### config.mk
export PLATFORM = sky130hd
export DESIGN_NAME = ffca_cell
export DESIGN_NICKNAME = d
export VERILOG_FILES = /design/src/sv/ffca_pkg.sv /design/src/sv/ffca_cell.sv
export SDC_FILE = /design/constraint.sdc
export NUM_CORES = 1
export LEC_CHECK = 0
export BUFFER_PORTS_ARGS = -buffer_cell sky130_fd_sc_hd__buf_4
export CORE_UTILIZATION = 40
export DETAILED_ROUTE_END_ITERATION = 10
export GPL_ROUTABILITY_DRIVEN = 0
export PLACE_DENSITY_LB_ADDON = 0.12
export SETUP_SLACK_MARGIN = 0.15
export SLEW_MARGIN = 10
export SYNTH_ARGS = -nofsm -noshare
export SYNTH_HDL_FRONTEND = slang
export SYNTH_SLANG_ARGS = --single-unit
### constraint.sdc
create_clock -name clk -period 2.96 [get_ports clk]
set_input_delay 0 -clock clk [delete_from_list [all_inputs] [get_ports clk]]
set_output_delay 0 -clock clk [all_outputs]
set_load 0.02 [all_outputs]
### src/sv/ffca_pkg.sv
// ----------------------------------------------------------------------------
// ffca_pkg
// Types and constants shared by the first-fit chunk allocator.
// ----------------------------------------------------------------------------
package ffca_pkg;

  localparam int PAGE_BYTES_DEF = 4096;
  localparam int PAGES_DEF      = 4;
  localparam int MIN_UNIT_DEF   = 8;
  localparam int MAX_CHUNKS_DEF = 64;

  localparam int OFFSET_W = 14;
  localparam int REQ_W    = 15;
  localparam int END_W    = 16;

  typedef enum logic [1:0] {
    OP_ALLOC = 2'd0,
    OP_FREE  = 2'd1,
    OP_CLEAR = 2'd2,
    OP_NONE  = 2'd3
  } op_t;

  typedef enum logic [2:0] {
    ST_OK         = 3'd0,
    ST_BAD_SIZE   = 3'd1,
    ST_NO_SPACE   = 3'd2,
    ST_TABLE_FULL = 3'd3,
    ST_NOT_FOUND  = 3'd4
  } status_t;

  typedef struct packed {
    op_t                 operation;
    logic [REQ_W-1:0]    request_bytes;
    logic [OFFSET_W-1:0] free_offset;
  } req_t;

  typedef struct packed {
    status_t             status;
    logic [OFFSET_W-1:0] chunk_offset;
  } rsp_t;

  typedef struct packed {
    logic [OFFSET_W-1:0] start;
    logic [REQ_W-1:0]    length;
  } entry_t;

  typedef struct packed {
    logic             valid;
    logic             found;
    logic [END_W-1:0] pos;
    logic [END_W-1:0] tail;
  } tok_t;

  typedef enum logic [1:0] {
    SH_HOLD   = 2'd0,
    SH_INSERT = 2'd1,
    SH_REMOVE = 2'd2
  } shift_t;

  typedef struct packed {
    shift_t mode;
    logic   append;
    entry_t fill;
  } cmd_t;

endpackage

### src/sv/ffca_cell.sv
// ----------------------------------------------------------------------------
// ffca_cell
// One table slot: holds a chunk entry, tests it as the search token passes,
// and shifts with its neighbors on insert or remove.
// ----------------------------------------------------------------------------
module ffca_cell #(
  parameter int IDX        = 0,
  parameter int MAX_CHUNKS = ffca_pkg::MAX_CHUNKS_DEF
) (
  input  logic                                clk,
  input  logic                                rst,
  input  logic [$clog2(MAX_CHUNKS+1)-1:0]     count,
  input  ffca_pkg::req_t                      request,
  input  ffca_pkg::cmd_t                      cmd,
  input  ffca_pkg::entry_t                    lower,
  input  ffca_pkg::entry_t                    upper,
  input  ffca_pkg::tok_t                      tok_in,
  output ffca_pkg::entry_t                    entry,
  output ffca_pkg::tok_t                      tok_out
);
  import ffca_pkg::*;

  localparam int CW = $clog2(MAX_CHUNKS + 1);
  localparam logic [CW-1:0] IDX_C = CW'(IDX);
  localparam logic [CW-1:0] IDX_N = CW'(IDX + 1);

  logic             past_hit;
  logic             here;
  logic [END_W-1:0] chunk_end;
  logic [END_W-1:0] lower_end;
  logic [END_W:0]   need;
  logic             claim;
  tok_t             tok_next;

  assign chunk_end = END_W'(entry.start) + END_W'(entry.length);
  assign lower_end = END_W'(lower.start) + END_W'(lower.length);
  assign need      = (END_W+1)'(lower_end) + (END_W+1)'(request.request_bytes);

  // An allocate claims the slot whose gap below it, after the lower neighbor,
  // fits the request; the new chunk then takes this slot.
  always_comb begin
    claim = 1'b0;
    if (!tok_in.found) begin
      if (request.operation == OP_FREE) begin
        claim = (count > IDX_C) && (entry.start == request.free_offset);
      end else begin
        claim = (IDX_C != '0) && (count > IDX_C) && ((END_W+1)'(entry.start) >= need);
      end
    end
    tok_next       = tok_in;
    tok_next.found = tok_in.found | claim;
    if (claim) begin
      tok_next.pos = lower_end;
    end
    if (count == IDX_N) begin
      tok_next.tail = chunk_end;
    end
  end

  always_ff @(posedge clk) begin
    if (rst) begin
      tok_out  <= '0;
      past_hit <= 1'b0;
      here     <= 1'b0;
    end else begin
      tok_out <= tok_next;
      if (tok_in.valid) begin
        past_hit <= tok_in.found;
        here     <= claim;
      end
    end
  end

  always_ff @(posedge clk) begin
    case (cmd.mode)
      SH_INSERT: begin
        if (past_hit) begin
          entry <= lower;
        end else if (here || (cmd.append && count == IDX_C)) begin
          entry <= cmd.fill;
        end
      end
      SH_REMOVE: begin
        if (past_hit || here) begin
          entry <= upper;
        end
      end
      default: begin
      end
    endcase
  end

endmodule

Yosys cells after proc, flatten, opt, wreduce, memory -nomap -nowiden
Cells that the tools add are included.

cells by class
  shifts and indexed selects = 0
  eq/ne operators = 7
  multipliers = 0
  divide/modulo/power cells = 0
  bitwise logic cells = 1
  reduce and logical (&&, ||, !) cells = 7
  add/sub/neg operators = 2
  mux-type cells = 8
  magnitude comparators = 1

operators by type and width
  operator                                                               number
  29-bit two-way mux                                                     3
  29-bit case mux with 2 select lines                                    1
  14-bit by 15-bit adder with 16-bit output                              2
  16-bit two-way mux                                                     2
  14-bit == test                                                         1
  7-bit by 1-bit == test with 1-bit output (second input constant)       1
  7-bit by 1-bit > comparator with 1-bit output (second input constant)  1
  7-bit zero test                                                        1
  2-bit by 1-bit == test with 1-bit output (second input constant)       2
  3-bit != test (second input constant)                                  1
  3-bit AND reduction                                                    1
  2-bit == test (second input constant)                                  1
  1-bit logical AND                                                      2
  1-bit logical OR                                                       2
  1-bit two-way mux                                                      2
  2-bit != test (second input constant)                                  1
  2-bit nonzero test                                                     1
  1-bit bitwise OR                                                       1

storage, ports and cells
  register bits = 65
  bits in latches = 0
  bits in writable memories = 0
  memory bits (read-only) = 0
  memories = 0
  word-level logic and storage cells = 34

Depth between registers and ports, before layout
Gate-level depths: netlist of the first run.

  depth after elaboration = 6
  gate-level depth with buffers = 8
  mapped depth without buffers = 8

Worst setup path before layout of the first run
No wires, ideal clock.

  path kind = input to register
  start = in count[5]
  end = reg entry[0] (netlist name) (enable)
  slack = -144 ps
  required time = 2500 ps
  data arrival time = 2644 ps
  path buffers = 0
  stages = 3
  cell sequence = nor2_1 -> nand4b_1 -> o31ai_1

between the ends
  cells in the longest elaborated chain, start to end = 5

RTL lines
  item                           RTL line         source
  from (decl)                    ffca_cell.sv:12  input logic [$clog2(MAX_CHUNKS+1)-1:0] count,
  7-bit zero test                ffca_cell.sv:79  end else if (here || (cmd.append && count == IDX_C)) begin
  1-bit logical AND              ffca_cell.sv:79
  1-bit logical OR               ffca_cell.sv:79
  3-bit != test (no line)        n/a
  3-bit AND reduction (no line)  n/a
  to (signal assigned)           ffca_cell.sv:78  entry <= lower;
  to (signal assigned)           ffca_cell.sv:80  entry <= cmd.fill;
  to (signal assigned)           ffca_cell.sv:85  entry <= upper;
  to (decl)                      ffca_cell.sv:18  output ffca_pkg::entry_t entry,

No other way between the ends.
A chain may end at the register's enable or synchronous reset.

Worst setup path in the final report of the first run
  start = reg entry[18] (netlist name)
  end = reg tok_out[30] (netlist name)

between the ends
  cells in the longest elaborated chain, start to end = 5

RTL lines
  item                  RTL line         source
  14-bit == test        ffca_cell.sv:45  claim = (count > IDX_C) && (entry.start == request.free_offset);
  1-bit logical AND     ffca_cell.sv:45
  1-bit two-way mux     ffca_cell.sv:44  if (request.operation == OP_FREE) begin
  1-bit two-way mux     ffca_cell.sv:43  if (!tok_in.found) begin
  16-bit two-way mux    ffca_cell.sv:52  if (claim) begin
  to (signal assigned)  ffca_cell.sv:66  tok_out <= tok_next;
  to (decl)             ffca_cell.sv:19  output ffca_pkg::tok_t tok_out

No other way between the ends.

==> results of run 1 <==
cell usage after synthesis, types with 4 or more instances:
master	instances	area (sq um)
xor2_1	16	140
or3_1	5	31.3
o22ai_1	4	25.0
ha_1	28	350
a211oi_1	7	52.6
and3_1	4	25.0
a21oi_1	25	125
a21o_1	9	67.6
o211ai_1	5	37.5
o21a_1	5	37.5
nor3_1	7	35.0
nor4b_1	4	35.0
nand2_1	65	244
o21ai_0	44	220
nor2_1	28	105
a31oi_1	7	43.8
nand3_1	10	50.1
edfxtp_1	29	871
xnor2_1	13	114
nand4_1	7	43.8
dfxtp_1	36	721
inv_1	5	18.8
nor2b_1	5	31.3
mux2i_1	39	390
clkbuf_1	16	60.1
final timing paths:
path                                start           to  slack [ns]  cells past startpoint
worst min register to register       here         here        0.54                      2
worst max-delay path            entry[18]  tok_out[30]        0.23                      7
worst min-delay path            upper[21]    entry[21]       0.008                      3
worst max register to register  entry[18]  tok_out[30]        0.23                      7
report_power, final:
part	internal (mW)	total, mW	leakage [nW]	switching [mW]
Clock	0.379	0.749	0.0877	0.370
Sequential	0.983	1.01	0.565	0.0249
Combinational	0.373	0.706	2.37	0.333
kinds of logic after synthesis:
logic type / after synthesis / share of synthesized area
buffers and inverters: 27 / 0.0254
XOR/XNOR: 29 / 0.0586
AO/OA/AOI/OAI: 129 / 0.188
flip-flops: 65 / 0.367
AND/OR/NAND/NOR: 152 / 0.181
adder cells (fa/ha/maj): 30 / 0.0901
multiplexers: 39 / 0.0901
routing by layer:
| metal | track usage | up-vias | wire length, um |
|---|---|---|---|
| met4 | 0.111 | 0 | 417 |
| met2 | 0.453 | 196 | 7110 |
| met3 | 0.0399 | 37 | 895 |
| li1 | - | 2282 | - |
| met1 | 0.302 | 2115 | 5990 |
| met5 | 0 | - | 0 |
worst max-delay path, stage by stage, from the launching register on:
cell and delay [ns]:
edfxtp_1 0.45, xor2_1 0.22, nor4b_1 0.35, nand4_1 0.13, and4bb_4 0.40, or4b_1 0.44, o311ai_0 0.10, dlygate4sd3_1 0.58
final cells by class:
cell class	instances	area, sq um
clock inverters	7	61.3
multi-input cells	379	2660
inverters	6	22.5
well taps	136	170
repair buffers	276	2220
clock buffers	9	124
flip-flops and latches	65	1590
fillers	862	3570
cell usage in the layout (no fill, tap or decap), types with 4 or more instances in the layout:
master	count
o211ai_1	5
buf_4	216
nor2b_1	4
xnor2_1	13
ha_1	28
o22ai_1	4
nand2_1	65
nor2_1	28
clkbuf_8	9
edfxtp_1	29
xor2_1	16
o21a_1	5
dlygate4sd3_1	60
nor4b_1	4
or3_1	5
nor3_1	7
a21oi_1	25
and3_1	4
a21o_1	9
o21ai_0	44
clkinv_1	4
dfxtp_1	35
inv_1	5
mux2i_1	39
a31oi_1	7
nand4_1	7
a211oi_1	7
nand3_1	10
timing repair:
action                                  in CTS  in global routing
resized for setup                            0                  1
endpoints found under the setup margin       0                  1
hold endpoints to repair                    60                  0
hold buffers                                60                  0
through the flow:
step	setup slack (ns)	cells	cell area (sq um)	total power [mW]
global placement	0.597	802	6060	1.65
global route	0.164	878	6850	2.58
finish	0.230	878	6850	2.46
floorplan	0.696	471	4340	1.36
detailed placement	0.554	802	6060	1.66
CTS	0.230	878	6840	2.47
sequential cells by signal, summed over array words and instances, names as in the netlist:
name      flops
here          1
tok_out      34
entry        29
past_hit      1
==> results.toml, run 1 <==
[timing]
drv_slew = 0
skew_ns = 0.00711
hold_viol = 0
finalCritPeriodShare = 0.922
rsz0062_at_grt = "no"
worst_slew_pin_slew_ns = 0.696
setup_viol = 0
period_minus_slack_ns = 2.73
setup_tns_ns = 0
fmax_ghz = 0.366
relSlewSlack = 0.535
hold_slack_ns = 0.00775

[routing]
drc = 0
drt_iter0_drc = 222
vias = 4630
viasPerCell = 5.27
ant_nets = 0
wl_per_cell_um = 16.4
drt_pass1_iterations = 5
wl_um = 14400

[floorplanning]
ios = 227
die_w_um = 106
dieArea_sq_um = 11200
rows = 37
core_area_sq_um = 10400
start_util = 0.416
die_h_um = 106

[power]
peakVddDrop_v = 0.000186
p_per_area_nw_per_um2 = 360
leakagePower_nw = 3.02

[final_layout]
syn_to_final_growth_pct = 58.1
fin_nets = 931
n_antenna_cell = 0
drive_gt1_frac = 0.330
final_util = 0.657

[yosys]
ys_warn_count = 0
synth_flop_cell = "dfxtp_1"
ys_ff_latch = 65
seq_area_frac_synth = 0.367
syn_area_sq_um = 4330
synth_edf_count = 29
synthesis.nets = 665
yosysUniqueCellTypes = 57
syn_inst = 471
avgSynthCellArea_sq_um = 9.20
async_flop_share = 0

[cts]
root_buffer = "clkbuf_8"
cts-htree-levels = 3
clockBufferDepth = 2
cts_sinks = 65
clkTransAtPathRegs_ns = 0.08
cts_tree = "built"
postCtsSetupBuffers = 0
clock_latency_ns = 0.34
cts_made_buffers = 9

[global_route]
grt_remaining_overflow = 0
grt.total_usage = 0.255
grt_pass1_vias = 4670
grt_pass1_wl_um = 22200
antenna_found_initial = 0
grt_max_degree = 49

[worst_setup_path]
critPathArrivalTime_ns = 3.02
critPathLaunchType = "register"
worstSetupPathType = "reg2reg"
cp-end-kind = "register"
cp.required_ns = 3.25
crit_path_max_fanout = 6

[status]
outcome = "finished, final reports clean"

[flow_run]
maxCapViolations = 0

[hold_path]
hold_path.class = "in2reg"

[placement]
port_buffers = 211
place_hpwl_um = 11000
No activity file was read; power rests on OpenSTA's default activity.
==> run 2: changes to the inputs <==
CORE_UTILIZATION = 35   (was 40)
MAX_ROUTING_LAYER = met4   (was not set)
==> run 2 against run 1 <==
Net effect: cell count grew 3.8%; global-route usage shrank 1.6 points; non-clock buffer count grew 1; register-to-register slack is essentially flat; total power grew 17%.
==> results.toml, run 2 (same netlist as run 1, synthesis figures left out) <==
[status]
outcome = "finished, final reports clean"

[routing]
wl_um = 14700
drt_iter0_drc = 292
ant_nets = 0
wl_per_cell_um = 16.1
drc = 0
vias = 4568
drt_pass1_iterations = 5
viasPerCell = 5.01

[cts]
clkTransAtPathRegs_ns = 0.06
hold_buffers = 61
clockBufferDepth = 2
root_buffer = "clkbuf_16"
cts_tree = "built"
cts_resized = 0
cts-htree-levels = 3
postCtsSetupBuffers = 0
cts_sinks = 65
cts_made_buffers = 9
clock_latency_ns = 0.34

[global_route]
grt.total_usage = 0.239
grt_remaining_overflow = 0
grt_pass1_vias = 4555
grt_pass1_wl_um = 22500
antenna_found_initial = 0
grt_max_degree = 36

[placement]
port_buffers = 211
place_hpwl_um = 11300
dpl.cell_count = 834

[final_layout]
regMostFlops = "tok_out"
final_util = 0.583
fin_nets = 932
largest_reg_flops = 34
filler_cell_count = 1061
mostFrequentLayoutCells = "216 x buf_4, 65 x nand2_1, 61 x dlygate4sd3_1, 44 x o21ai_0, 39 x mux2i_1"
reg_top3 = "tok_out x34, entry x29"
drive_gt1_frac = 0.334
n_antenna_cell = 0
syn_to_final_growth_pct = 62.4
final_common_cell = "buf_4"
stdcell_count = 911

[timing]
drv_slew = 0
setup_viol = 0
fmax_ghz = 0.365
hold_slack_ns = 0.0304
relSlewSlack = 0.517
finalCritPeriodShare = 0.926
hold_viol = 0
setup_tns_ns = 0
rsz0062_at_grt = "no"
worst_slew_pin_slew_ns = 0.723
period_minus_slack_ns = 2.74
skew_ns = 0.00473

[flow_run]
maxCapViolations = 0

[power]
p_per_area_nw_per_um2 = 411
peakVddDrop_v = 0.000331
leakagePower_nw = 3.09

[floorplanning]
rows = 40
start_util = 0.359
core_area_sq_um = 12100
die_h_um = 113
dieArea_sq_um = 12800
ios = 227
die_w_um = 113

[hold_path]
hold_path.class = "in2reg"

[worst_setup_path]
critPathArrivalTime_ns = 3.02
cp-end-kind = "register"
worstSetupPathType = "reg2reg"
crit_path_max_fanout = 5
cp.required_ns = 3.24
critPathLaunchType = "register"
## run 2: changes by cell type in the layout (fill, tap and decap cells not counted), sizes merged
cell / change
clkinv: -3
inv: +2
bufinv: +1
dlygate4sd3: +1
## run 2: metrics by stage
| stage | setup slack (ns) | cell area [sq um] | power (mW) |
|---|---|---|---|
| after global routing | 0.155 | 7040 | 3.03 |
| final | 0.218 | 7040 | 2.89 |
| after global placement | 0.581 | 6100 | 1.65 |
| after detailed placement | 0.516 | 6100 | 1.66 |
| after floorplan | 0.696 | 4340 | 1.36 |
| after CTS | 0.237 | 7040 | 2.92 |
## run 2: final cells by class
cell class / count / area, sq um / area share
multi-input cells: 379 / 2650 / 0.377
clock inverters: 7 / 101 / 0.0144
clock buffers: 9 / 225 / 0.0320
inverters: 6 / 22.5 / 0.00320
repair buffers: 277 / 2230 / 0.317
well taps: 168 / 210 / 0.0299
flip-flops and latches: 65 / 1590 / 0.226
## run 2: path summary, 6_finish.rpt
check	startpoint	endpoint	slack (ns)	cells past startpoint
worst min register to register	here	here	0.52	2
worst max-delay path	entry[18]	tok_out[30]	0.22	7
worst max register to register	entry[18]	tok_out[30]	0.22	7
worst min-delay path	lower[15]	tok_out[16]	0.03	4
## run 2: where the power goes
part,internal (mW),switching (mW),leakage [nW]
Clock,0.744,0.429,0.153
Sequential,0.984,0.0265,0.565
Combinational,0.374,0.333,2.37
Total,2.10,0.788,3.09
## run 2: metal layers
layer  up-vias  routed length [um]  part of all wire  GRT usage
met2       173                7300              0.50      0.407
met3        22                 775             0.053     0.0600
met1      2082                6280              0.43      0.274
met5         -                   0                 0          -
met4         0                 316             0.022     0.0772
li1       2291                   -                 -          -
## run 2: critical path: stages (launching register included)
cell and delay, ns:
edfxtp_1 0.44, xor2_1 0.22, nor4b_1 0.36, nand4_1 0.14, and4bb_2 0.42, or4b_1 0.44
o311ai_0 0.10, dlygate4sd3_1 0.58
==> run 3: changes to the inputs <==
CORE_ASPECT_RATIO = 1.4   (was not set)
CORE_UTILIZATION = 42   (was 35)
CTS_CLUSTER_DIAMETER = 100   (was not set)
==> run 3 against run 2 <==
Net effect: first-iteration DRC count is 38% lower; critical path depth unchanged; register-to-register slack improved by 0.03 ns; sequential cell count did not move; clock skew increased by 0.0035 ns; design area is 1.5% lower; largest cell class unchanged.
==> results.toml, run 3 (same netlist as run 1, synthesis figures left out) <==
[final_layout]
final_util = 0.696
stdcell_area_sq_um = 6930
multiInputGateArea_sq_um = 2660
mostFrequentLayoutCells = "216 x buf_4, 65 x nand2_1, 58 x dlygate4sd3_1, 44 x o21ai_0, 39 x mux2i_1"
regMostFlops = "tok_out"
final_common_cell = "buf_4"
fin_nets = 929
ff_latch_area_sq_um = 1590
largest_reg_flops = 34
drive_gt1_frac = 0.335
n_antenna_cell = 0
filler_cell_count = 789
reg_top3 = "tok_out x34, entry x29"
syn_to_final_growth_pct = 60.0

[timing]
hold_viol = 0
worst_slew_pin_slew_ns = 0.720
fmax_ghz = 0.368
drv_slew = 0
rsz0062_at_grt = "no"
setup_tns_ns = 0
relSlewSlack = 0.519
period_minus_slack_ns = 2.72
finalCritPeriodShare = 0.918
skew_ns = 0.00826
setup_viol = 0

[routing]
viasPerCell = 5.27
vias = 4613
wl_per_cell_um = 16.3
wl_um = 14200
drc = 0
drt_pass1_iterations = 5
ant_nets = 0
drt_iter0_drc = 182

[cts]
clockBufferDepth = 2
clock_latency_ns = 0.33
cts-htree-levels = 3
clkTransAtPathRegs_ns = 0.06
postCtsSetupBuffers = 0
cts_sinks = 65
cts_tree = "built"
cts_made_buffers = 9
root_buffer = "clkbuf_16"

[floorplanning]
ios = 227
rows = 43
core_area_sq_um = 9950
start_util = 0.435
die_h_um = 122
dieArea_sq_um = 10700
die_w_um = 87.8

[worst_setup_path]
worstSetupPathType = "reg2reg"
worst-r2r-setup-slack_ns = 0.24
cp.required_ns = 3.23
critPathLaunchType = "register"
cp-end-kind = "register"
critPathArrivalTime_ns = 2.99
crit_path_max_fanout = 3

[global_route]
antenna_found_initial = 0
grt_remaining_overflow = 0
grt_max_degree = 59
grt_pass1_vias = 4774
grt_pass1_wl_um = 21800
grt.total_usage = 0.276

[placement]
place_area_sq_um = 6060
port_buffers = 211
place_hpwl_um = 10800

[flow_run]
maxCapViolations = 0

[status]
outcome = "finished, final reports clean"

[power]
p_per_area_nw_per_um2 = 397
leakagePower_nw = 3.07
peakVddDrop_v = 0.000265

[hold_path]
hold_path.class = "in2reg"
## run 3: cell count changes in the layout (fill, tap and decap cells not counted), moves of 2 or more
cell           change
clkinv_2           +4
dlygate4sd3_1      -3
clkinvlp_4         -2
inv_6              -2
## run 3: layout make-up
type                       instances  share of cell area
multi-input combinational        379               0.383
clock buffer                      10              0.0330
inverter                           6             0.00325
tap                              135              0.0244
clock inverter                     6             0.00848
sequential                        65               0.230
timing repair buffer             274               0.318
## run 3: repair_timing
item                                    in CTS  in global routing
hold buffers                                58                  0
endpoints found under the setup margin       0                  1
endpoints found under the hold margin       59                  0
resized for setup                            0                  1
## run 3: final timing paths
| check | startpoint | endpoint | cells after the start |
|---|---|---|---|
| setup / recovery | entry[26] | tok_out[30] | 7 |
| hold / removal | upper[6] | entry[6] | 3 |
| setup reg to reg | entry[26] | tok_out[30] | 7 |
| hold reg to reg | here | here | 2 |
## run 3: layer usage
layer,track usage,vias up,wire length [um]
li1,-,2282,-
met1,0.275,2112,5330
met2,0.505,174,7700
met3,0.0474,45,662
met4,0.140,0,531
met5,-,-,0
## run 3: worst max-delay path, cell delays in order, from the launching register on
cell and delay [ns]:
edfxtp_1 0.45, xor2_1 0.24, nor4_1 0.31, nand4_1 0.12, and4bb_2 0.38, or4b_1 0.45, o311ai_0 0.12, dlygate4sd3_1 0.60
## run 3: report_power, final
part | switching [mW] | internal, mW
Combinational | 0.328 | 0.371
Clock | 0.393 | 0.647
Sequential | 0.0251 | 0.985
## run 3: per-stage QoR
stage               instances  hold WS [ns]  worst slack, ns  total power [mW]
finish                    875       0.00948            0.244              2.75
floorplan                 471         0.118            0.696              1.36
global placement          801         0.224            0.572              1.65
detailed placement        801         0.223            0.524              1.66
global route              875        0.0318            0.162              2.87
CTS                       875        0.0142            0.268              2.77
